<file path="src/sv/btrn_pkg.sv">
// Types, letter codes and spelling functions of the Roman numeral converter.
package btrn_pkg;

  typedef logic [3:0] digit_t;
  typedef digit_t [3:0] digits_t;

  typedef enum logic [1:0] {
    SHAPE_ONE,
    SHAPE_FIVE,
    SHAPE_TEN
  } shape_t;

  localparam logic [6:0] LETTER_I = 7'h49;
  localparam logic [6:0] LETTER_V = 7'h56;
  localparam logic [6:0] LETTER_X = 7'h58;
  localparam logic [6:0] LETTER_L = 7'h4C;
  localparam logic [6:0] LETTER_C = 7'h43;
  localparam logic [6:0] LETTER_D = 7'h44;
  localparam logic [6:0] LETTER_M = 7'h4D;
  localparam logic [6:0] LETTER_NONE = 7'h00;

  localparam logic [11:0] VALUE_LIMIT = 12'd4000;

  function automatic logic [2:0] digit_len(input digit_t d);
    logic [2:0] n;
    case (d)
      4'd1, 4'd5: n = 3'd1;
      4'd2, 4'd4, 4'd6, 4'd9: n = 3'd2;
      4'd3, 4'd7: n = 3'd3;
      4'd8: n = 3'd4;
      default: n = 3'd0;
    endcase
    return n;
  endfunction

  function automatic shape_t digit_shape(input digit_t d, input logic [1:0] idx);
    shape_t s;
    case (d)
      4'd4: s = (idx == 2'd0) ? SHAPE_ONE : SHAPE_FIVE;
      4'd5: s = SHAPE_FIVE;
      4'd6, 4'd7, 4'd8: s = (idx == 2'd0) ? SHAPE_FIVE : SHAPE_ONE;
      4'd9: s = (idx == 2'd0) ? SHAPE_ONE : SHAPE_TEN;
      default: s = SHAPE_ONE;
    endcase
    return s;
  endfunction

  function automatic logic [6:0] letter(input logic [1:0] pos, input shape_t s);
    logic [6:0] c;
    case (pos)
      2'd0: begin
        case (s)
          SHAPE_ONE: c = LETTER_I;
          SHAPE_FIVE: c = LETTER_V;
          default: c = LETTER_X;
        endcase
      end
      2'd1: begin
        case (s)
          SHAPE_ONE: c = LETTER_X;
          SHAPE_FIVE: c = LETTER_L;
          default: c = LETTER_C;
        endcase
      end
      2'd2: begin
        case (s)
          SHAPE_ONE: c = LETTER_C;
          SHAPE_FIVE: c = LETTER_D;
          default: c = LETTER_M;
        endcase
      end
      default: c = LETTER_M;
    endcase
    return c;
  endfunction

endpackage

</file>
<file path="src/sv/binary_to_roman_numeral.sv">
// Binary to Roman numeral converter: one ASCII letter per result request.
// The request is registered, split into digits held in dig_r, and each letter is registered.
// Throughput: one letter per cycle unless out_ready stalls it; a value gives as many letters as
// its numeral has (1 to 15), or one when out of range; the single letter emitter sets this.
// Reset clears the valid and busy flags; the data registers are not reset.
module binary_to_roman_numeral
  import btrn_pkg::*;
(
  input  logic        clk,
  input  logic        rst_n,
  input  logic        in_valid,
  output logic        in_ready,
  input  logic [11:0] in_value,
  output logic        out_valid,
  input  logic        out_ready,
  output logic [6:0]  out_symbol,
  output logic        out_out_of_range,
  output logic        out_last_symbol
);

  logic        vld_r, vld_nxt;
  logic [11:0] val_r, val_nxt;
  logic        busy_r, busy_nxt;
  digits_t     dig_r, dig_nxt;
  logic        oor_r, oor_nxt;
  logic [1:0]  pos_r, pos_nxt;
  logic [1:0]  idx_r, idx_nxt;
  logic        out_valid_r, out_valid_nxt;
  logic [6:0]  out_symbol_r, out_symbol_nxt;
  logic        out_oor_r, out_oor_nxt;
  logic        out_last_r, out_last_nxt;

  digits_t     new_digits;
  logic        new_oor;
  logic [1:0]  start_pos;
  logic        emit;
  logic        dig_load;
  logic        more;
  logic        found;
  logic [1:0]  low_pos;
  logic        last;
  logic [6:0]  sym;

  btrn_digits u_digits (
    .value        (val_r),
    .digits       (new_digits),
    .out_of_range (new_oor)
  );

  always_comb begin
    start_pos = 2'd0;
    for (int p = 0; p < 4; p++) begin
      if (new_digits[p] != 4'd0) begin
        start_pos = 2'(p);
      end
    end
    low_pos = 2'd0;
    found = 1'b0;
    for (int p = 0; p < 4; p++) begin
      if ((2'(p) < pos_r) && (dig_r[p] != 4'd0)) begin
        low_pos = 2'(p);
        found = 1'b1;
      end
    end
  end

  assign more     = ({1'b0, idx_r} + 3'd1) < digit_len(dig_r[pos_r]);
  assign last     = oor_r || (!more && !found);
  assign sym      = oor_r ? LETTER_NONE : letter(pos_r, digit_shape(dig_r[pos_r], idx_r));
  assign emit     = busy_r && (!out_valid_r || out_ready);
  assign dig_load = vld_r && (!busy_r || (emit && last));
  assign in_ready = !vld_r || dig_load;

  always_comb begin
    vld_nxt        = vld_r;
    val_nxt        = val_r;
    busy_nxt       = busy_r;
    dig_nxt        = dig_r;
    oor_nxt        = oor_r;
    pos_nxt        = pos_r;
    idx_nxt        = idx_r;
    out_valid_nxt  = out_valid_r;
    out_symbol_nxt = out_symbol_r;
    out_oor_nxt    = out_oor_r;
    out_last_nxt   = out_last_r;

    if (in_ready) begin
      vld_nxt = in_valid;
      if (in_valid) begin
        val_nxt = in_value;
      end
    end

    if (emit) begin
      out_valid_nxt  = 1'b1;
      out_symbol_nxt = sym;
      out_oor_nxt    = oor_r;
      out_last_nxt   = last;
      if (last) begin
        busy_nxt = 1'b0;
      end else if (more) begin
        idx_nxt = idx_r + 2'd1;
      end else begin
        pos_nxt = low_pos;
        idx_nxt = 2'd0;
      end
    end else if (out_ready) begin
      out_valid_nxt = 1'b0;
    end

    if (dig_load) begin
      busy_nxt = 1'b1;
      dig_nxt  = new_digits;
      oor_nxt  = new_oor;
      pos_nxt  = start_pos;
      idx_nxt  = 2'd0;
    end
  end

  always_ff @(posedge clk) begin
    if (!rst_n) begin
      vld_r       <= 1'b0;
      busy_r      <= 1'b0;
      out_valid_r <= 1'b0;
    end else begin
      vld_r       <= vld_nxt;
      busy_r      <= busy_nxt;
      out_valid_r <= out_valid_nxt;
    end
  end

  always_ff @(posedge clk) begin
    val_r        <= val_nxt;
    dig_r        <= dig_nxt;
    oor_r        <= oor_nxt;
    pos_r        <= pos_nxt;
    idx_r        <= idx_nxt;
    out_symbol_r <= out_symbol_nxt;
    out_oor_r    <= out_oor_nxt;
    out_last_r   <= out_last_nxt;
  end

  assign out_valid        = out_valid_r;
  assign out_symbol       = out_symbol_r;
  assign out_out_of_range = out_oor_r;
  assign out_last_symbol  = out_last_r;

endmodule

</file>
<file path="src/sv/btrn_digits.sv">
// Splits a 12-bit value into decimal digits and flags values outside 1 to 3999.
module btrn_digits
  import btrn_pkg::*;
(
  input  logic [11:0] value,
  output digits_t     digits,
  output logic        out_of_range
);

  always_comb begin
    logic [11:0] r1;
    logic [11:0] r2;
    logic [11:0] r3;
    digit_t thou;
    digit_t hund;
    digit_t tens;
    thou = 4'd0;
    r1 = value;
    for (int k = 1; k <= 3; k++) begin
      if (value >= 12'(k * 1000)) begin
        thou = 4'(k);
        r1 = value - 12'(k * 1000);
      end
    end
    hund = 4'd0;
    r2 = r1;
    for (int k = 1; k <= 9; k++) begin
      if (r1 >= 12'(k * 100)) begin
        hund = 4'(k);
        r2 = r1 - 12'(k * 100);
      end
    end
    tens = 4'd0;
    r3 = r2;
    for (int k = 1; k <= 9; k++) begin
      if (r2 >= 12'(k * 10)) begin
        tens = 4'(k);
        r3 = r2 - 12'(k * 10);
      end
    end
    digits[3] = thou;
    digits[2] = hund;
    digits[1] = tens;
    digits[0] = r3[3:0];
  end

  assign out_of_range = (value == 12'd0) || (value >= VALUE_LIMIT);

endmodule

</file>
<file path="config.mk">
export PLATFORM = sky130hd
export DESIGN_NAME = binary_to_roman_numeral
export DESIGN_NICKNAME = d
export VERILOG_FILES = /design/src/sv/btrn_pkg.sv /design/src/sv/binary_to_roman_numeral.sv /design/src/sv/btrn_digits.sv
export SDC_FILE = /design/constraint.sdc
export NUM_CORES = 1
export LEC_CHECK = 0
export ABC_AREA = 1
export BUFFER_PORTS_ARGS = -buffer_cell sky130_fd_sc_hd__buf_2
export CAP_MARGIN = 10
export CORE_MARGIN = 2
export CORE_UTILIZATION = 40
export DETAILED_ROUTE_END_ITERATION = 12
export GPL_ROUTABILITY_DRIVEN = 0
export PLACE_DENSITY_LB_ADDON = 0.05
export SYNTH_ARGS = -nofsm -noshare
export SYNTH_HDL_FRONTEND = slang
export SYNTH_HIERARCHICAL = 1
export SYNTH_SLANG_ARGS = --single-unit
</file>
<file path="constraint.sdc">
create_clock -name clk -period 8.3 [get_ports clk]
set_input_delay 1.245 -clock clk [delete_from_list [all_inputs] [get_ports clk]]
set_output_delay 1.245 -clock clk [all_outputs]
set_load 0.05 [all_outputs]
</file>
==> results.sh <==
export IMPL_hold_class="reg2reg"
export IMPL_leakage_nw=2.903
export IMPL_routedWlPerCell_um=15.66
export IMPL_antenna_found_initial=0
export IMPL_synthDistinctLibCells=43
export IMPL_yosys_warnings=6
export IMPL_end_kind="flip-flop"
export IMPL_cts_setup_buffers=0
export IMPL_viasPerCell=5.236
export IMPL_cts_clk_slew_worst_paths_ns=0.07
export IMPL_cpPeakStageDelay_ns=0.53
export IMPL_slew_headroom=0.4250
export IMPL_synth_seq_cells=44
export IMPL_grt_pass1_wl_um=26660
export IMPL_antenna_left=0
export IMPL_status="completed"
export IMPL_grt_max_degree=19
export IMPL_cts_hold_buffers=0
export IMPL_cts_resized_gates=0
export IMPL_drv_slew=0
export IMPL_required_ns=8.35
export IMPL_p_sw_frac=0.4654
export IMPL_cts_tree="built"
export IMPL_crit_type="reg2reg"
export IMPL_cts_sink_count=44
export IMPL_initial_core_util=0.4114
export IMPL_coreArea_mm2=0.01399
export IMPL_cts_max_level=2
export IMPL_stdcell_count=1064
export IMPL_grt_pass1_vias=5228
export IMPL_seqPwrFrac=0.262
export IMPL_rows=43
export IMPL_syn_cell_area_mm2=0.005756
export IMPL_syn_to_final_growth_pct=6.978
export IMPL_timing_hold_ws_ns=0.5194
export IMPL_power_internal_mw=0.5724
export IMPL_wl_um=16660
export IMPL_num_io_pins=27
export IMPL_dp_final_hpwl_um=13140
export IMPL_clock_latency_ns=0.29
export IMPL_p_sw_mw=0.4984
export IMPL_power_frac_comb=0.520
export IMPL_drv_cap=0
export IMPL_rsz0062_at_grt="false"
export IMPL_die_x_um=124.0
export IMPL_clock_tree_buffer_depth=2
export IMPL_drive_gt1_frac=0.1934
export IMPL_drt_pass1_iterations=5
export IMPL_vdd_drop_max_mv=0.07592
export IMPL_power_frac_clock=0.218
export IMPL_diodes=0
export IMPL_drt_iter0_markers=467
export IMPL_pre_cts_ws_ns=1.223
export IMPL_synth_edf_count=39
export IMPL_crit_arrival_ns=7.17
export IMPL_fin_nets=939
export IMPL_yosys_area_top_type="edfxtp_1"
export IMPL_worst_slack_ns=1.180
export IMPL_worst_slew_pin_slew_ns=0.8626
export IMPL_cp_slowest_cell="edfxtp_1"
export IMPL_cp_max_fo=14
export IMPL_grt_usage=0.2229
export IMPL_cpMostUsedCell="nand2_1"
export IMPL_r2r_slack_ns=1.18
export IMPL_fin_crit_sh=0.8579
export IMPL_grt_overflow=0
export IMPL_p_per_area_mw_per_mm2=173.9
export IMPL_fin_tns_setup_ns=0
export IMPL_fp_dieH_um=124.0
export IMPL_finalCriticalPeriod_ns=7.121
export IMPL_synthTopCellsByCount="nand2_1, inv_1, nand3_1"
export IMPL_root_buffer="clkbuf_16"
export IMPL_finClkSkew_ns=0.005448
export IMPL_vias=5571
export IMPL_port_buffers=25
export IMPL_synth_seq_area_share=0.2209
export IMPL_cts_made_buffers=5
export IMPL_synth_ff_type="edfxtp_1"
export IMPL_place_inst=1056
export IMPL_setup_violations=0
export IMPL_synth_area_leaders="edfxtp_1, nand2_1, ha_1"
export IMPL_syn_area_per_cell_um2=6.661
export IMPL_async_flop_share=0
export IMPL_synth_top_cell_area_share=0.2035
export IMPL_synth_most_common_cell="nand2_1"
export IMPL_cp_start_kind="flip-flop"
export IMPL_fmax_mhz=140.4
export IMPL_final_hold_violation_count=0
export IMPL_syn_inst=864
export IMPL_die_area_mm2=0.01536
export IMPL_drc=0
[area by class of cell]
| cell class | instances | area [um^2] |
|---|---|---|
| fill | 1508 | 7831 |
| multi-input combinational | 705 | 3979 |
| sequential | 44 | 1271 |
| inverter | 102 | 385.4 |
| tap | 180 | 225.2 |
| clock buffer | 5 | 125.1 |
| timing repair buffer | 25 | 125.1 |
| clock inverter | 3 | 46.29 |
[sequential cells by signal, indices dropped and copies added, names as in the netlist]
| name | cells |
|---|---|
| out_last_symbol | 1 |
| idx_r | 2 |
| val_r | 12 |
| out_valid | 1 |
| out_symbol | 6 |
| vld_r | 1 |
| out_out_of_range | 1 |
| dig_r | 16 |
| oor_r | 1 |
| busy_r | 1 |
| pos_r | 2 |
[final timing paths]
path,to,startpoint,depth (start not counted)
hold reg to reg,dig_r[0],val_r[0],0
setup / recovery,pos_r[0],val_r[1],36
setup reg to reg,pos_r[0],val_r[1],36
hold / removal,dig_r[0],val_r[0],0
[kinds of logic after synthesis]
group / Yosys count / synth area share
other: 2 / 0.001305
xor gates and xnor gates: 23 / 0.03500
and+or+nand+nor: 518 / 0.4361
buffers and inverters: 116 / 0.08848
AOI/OAI and AO/OA: 121 / 0.1313
DFF: 44 / 0.2209
adders and majority gates: 40 / 0.08696
[worst max-delay path, delay by kind of cell (launching register included)]
family                   cells  cell delay [ns]
AND/OR/NAND/NOR             22             2.91
adder cells (fa/ha/maj)      2             0.62
buffers and inverters        4             0.79
flip-flops                   1             0.53
AO/OA/AOI/OAI                7             1.52
XOR/XNOR                     1             0.51
[layer usage]
| metal | up-vias | wire (um) | track usage |
|---|---|---|---|
| met5 | - | 0 | 0 |
| met4 | 0 | 163 | 0.05056 |
| met3 | 18 | 674 | 0.02610 |
| met2 | 133 | 7927 | 0.3712 |
| met1 | 2577 | 7897 | 0.3100 |
| li1 | 2843 | - | - |
[cell usage in the layout, fill, tap and decap left out, types with 9 or more instances in the layout]
cell type	n
nand2_1	274
inv_1	72
nand3_1	68
nor2_1	67
a21oi_1	55
ha_1	40
edfxtp_1	39
nand2_2	32
inv_2	29
buf_2	25
o21ai_0	24
xor2_1	21
nor2_2	15
nand2_4	15
nand3_2	11
nor2_4	9
o21ai_1	9
[metrics by stage]
stage	utilization	area, um^2	power (mW)
finish	0.4402	6157	1.071
global route	0.4402	6157	1.149
CTS	0.4402	6157	1.072
detailed placement	0.4279	5986	0.8340
global placement	0.4279	5986	0.8349
floorplan	-	5759	0.7173
[power by group through the flow]
| stage | clock network [mW] | registers, mW | logic, mW |
|---|---|---|---|
| 4_1_cts | 0.240 | 0.281 | 0.551 |
| 3_5_place_dp | 0 | 0.286 | 0.548 |
| 5_1_grt | 0.249 | 0.283 | 0.617 |
| 2_1_floorplan | 0 | 0.286 | 0.432 |
| 6_report | 0.233 | 0.281 | 0.557 |
| 3_3_place_gp | 0 | 0.285 | 0.549 |
Note: power is estimated with default switching activity, not from simulation.
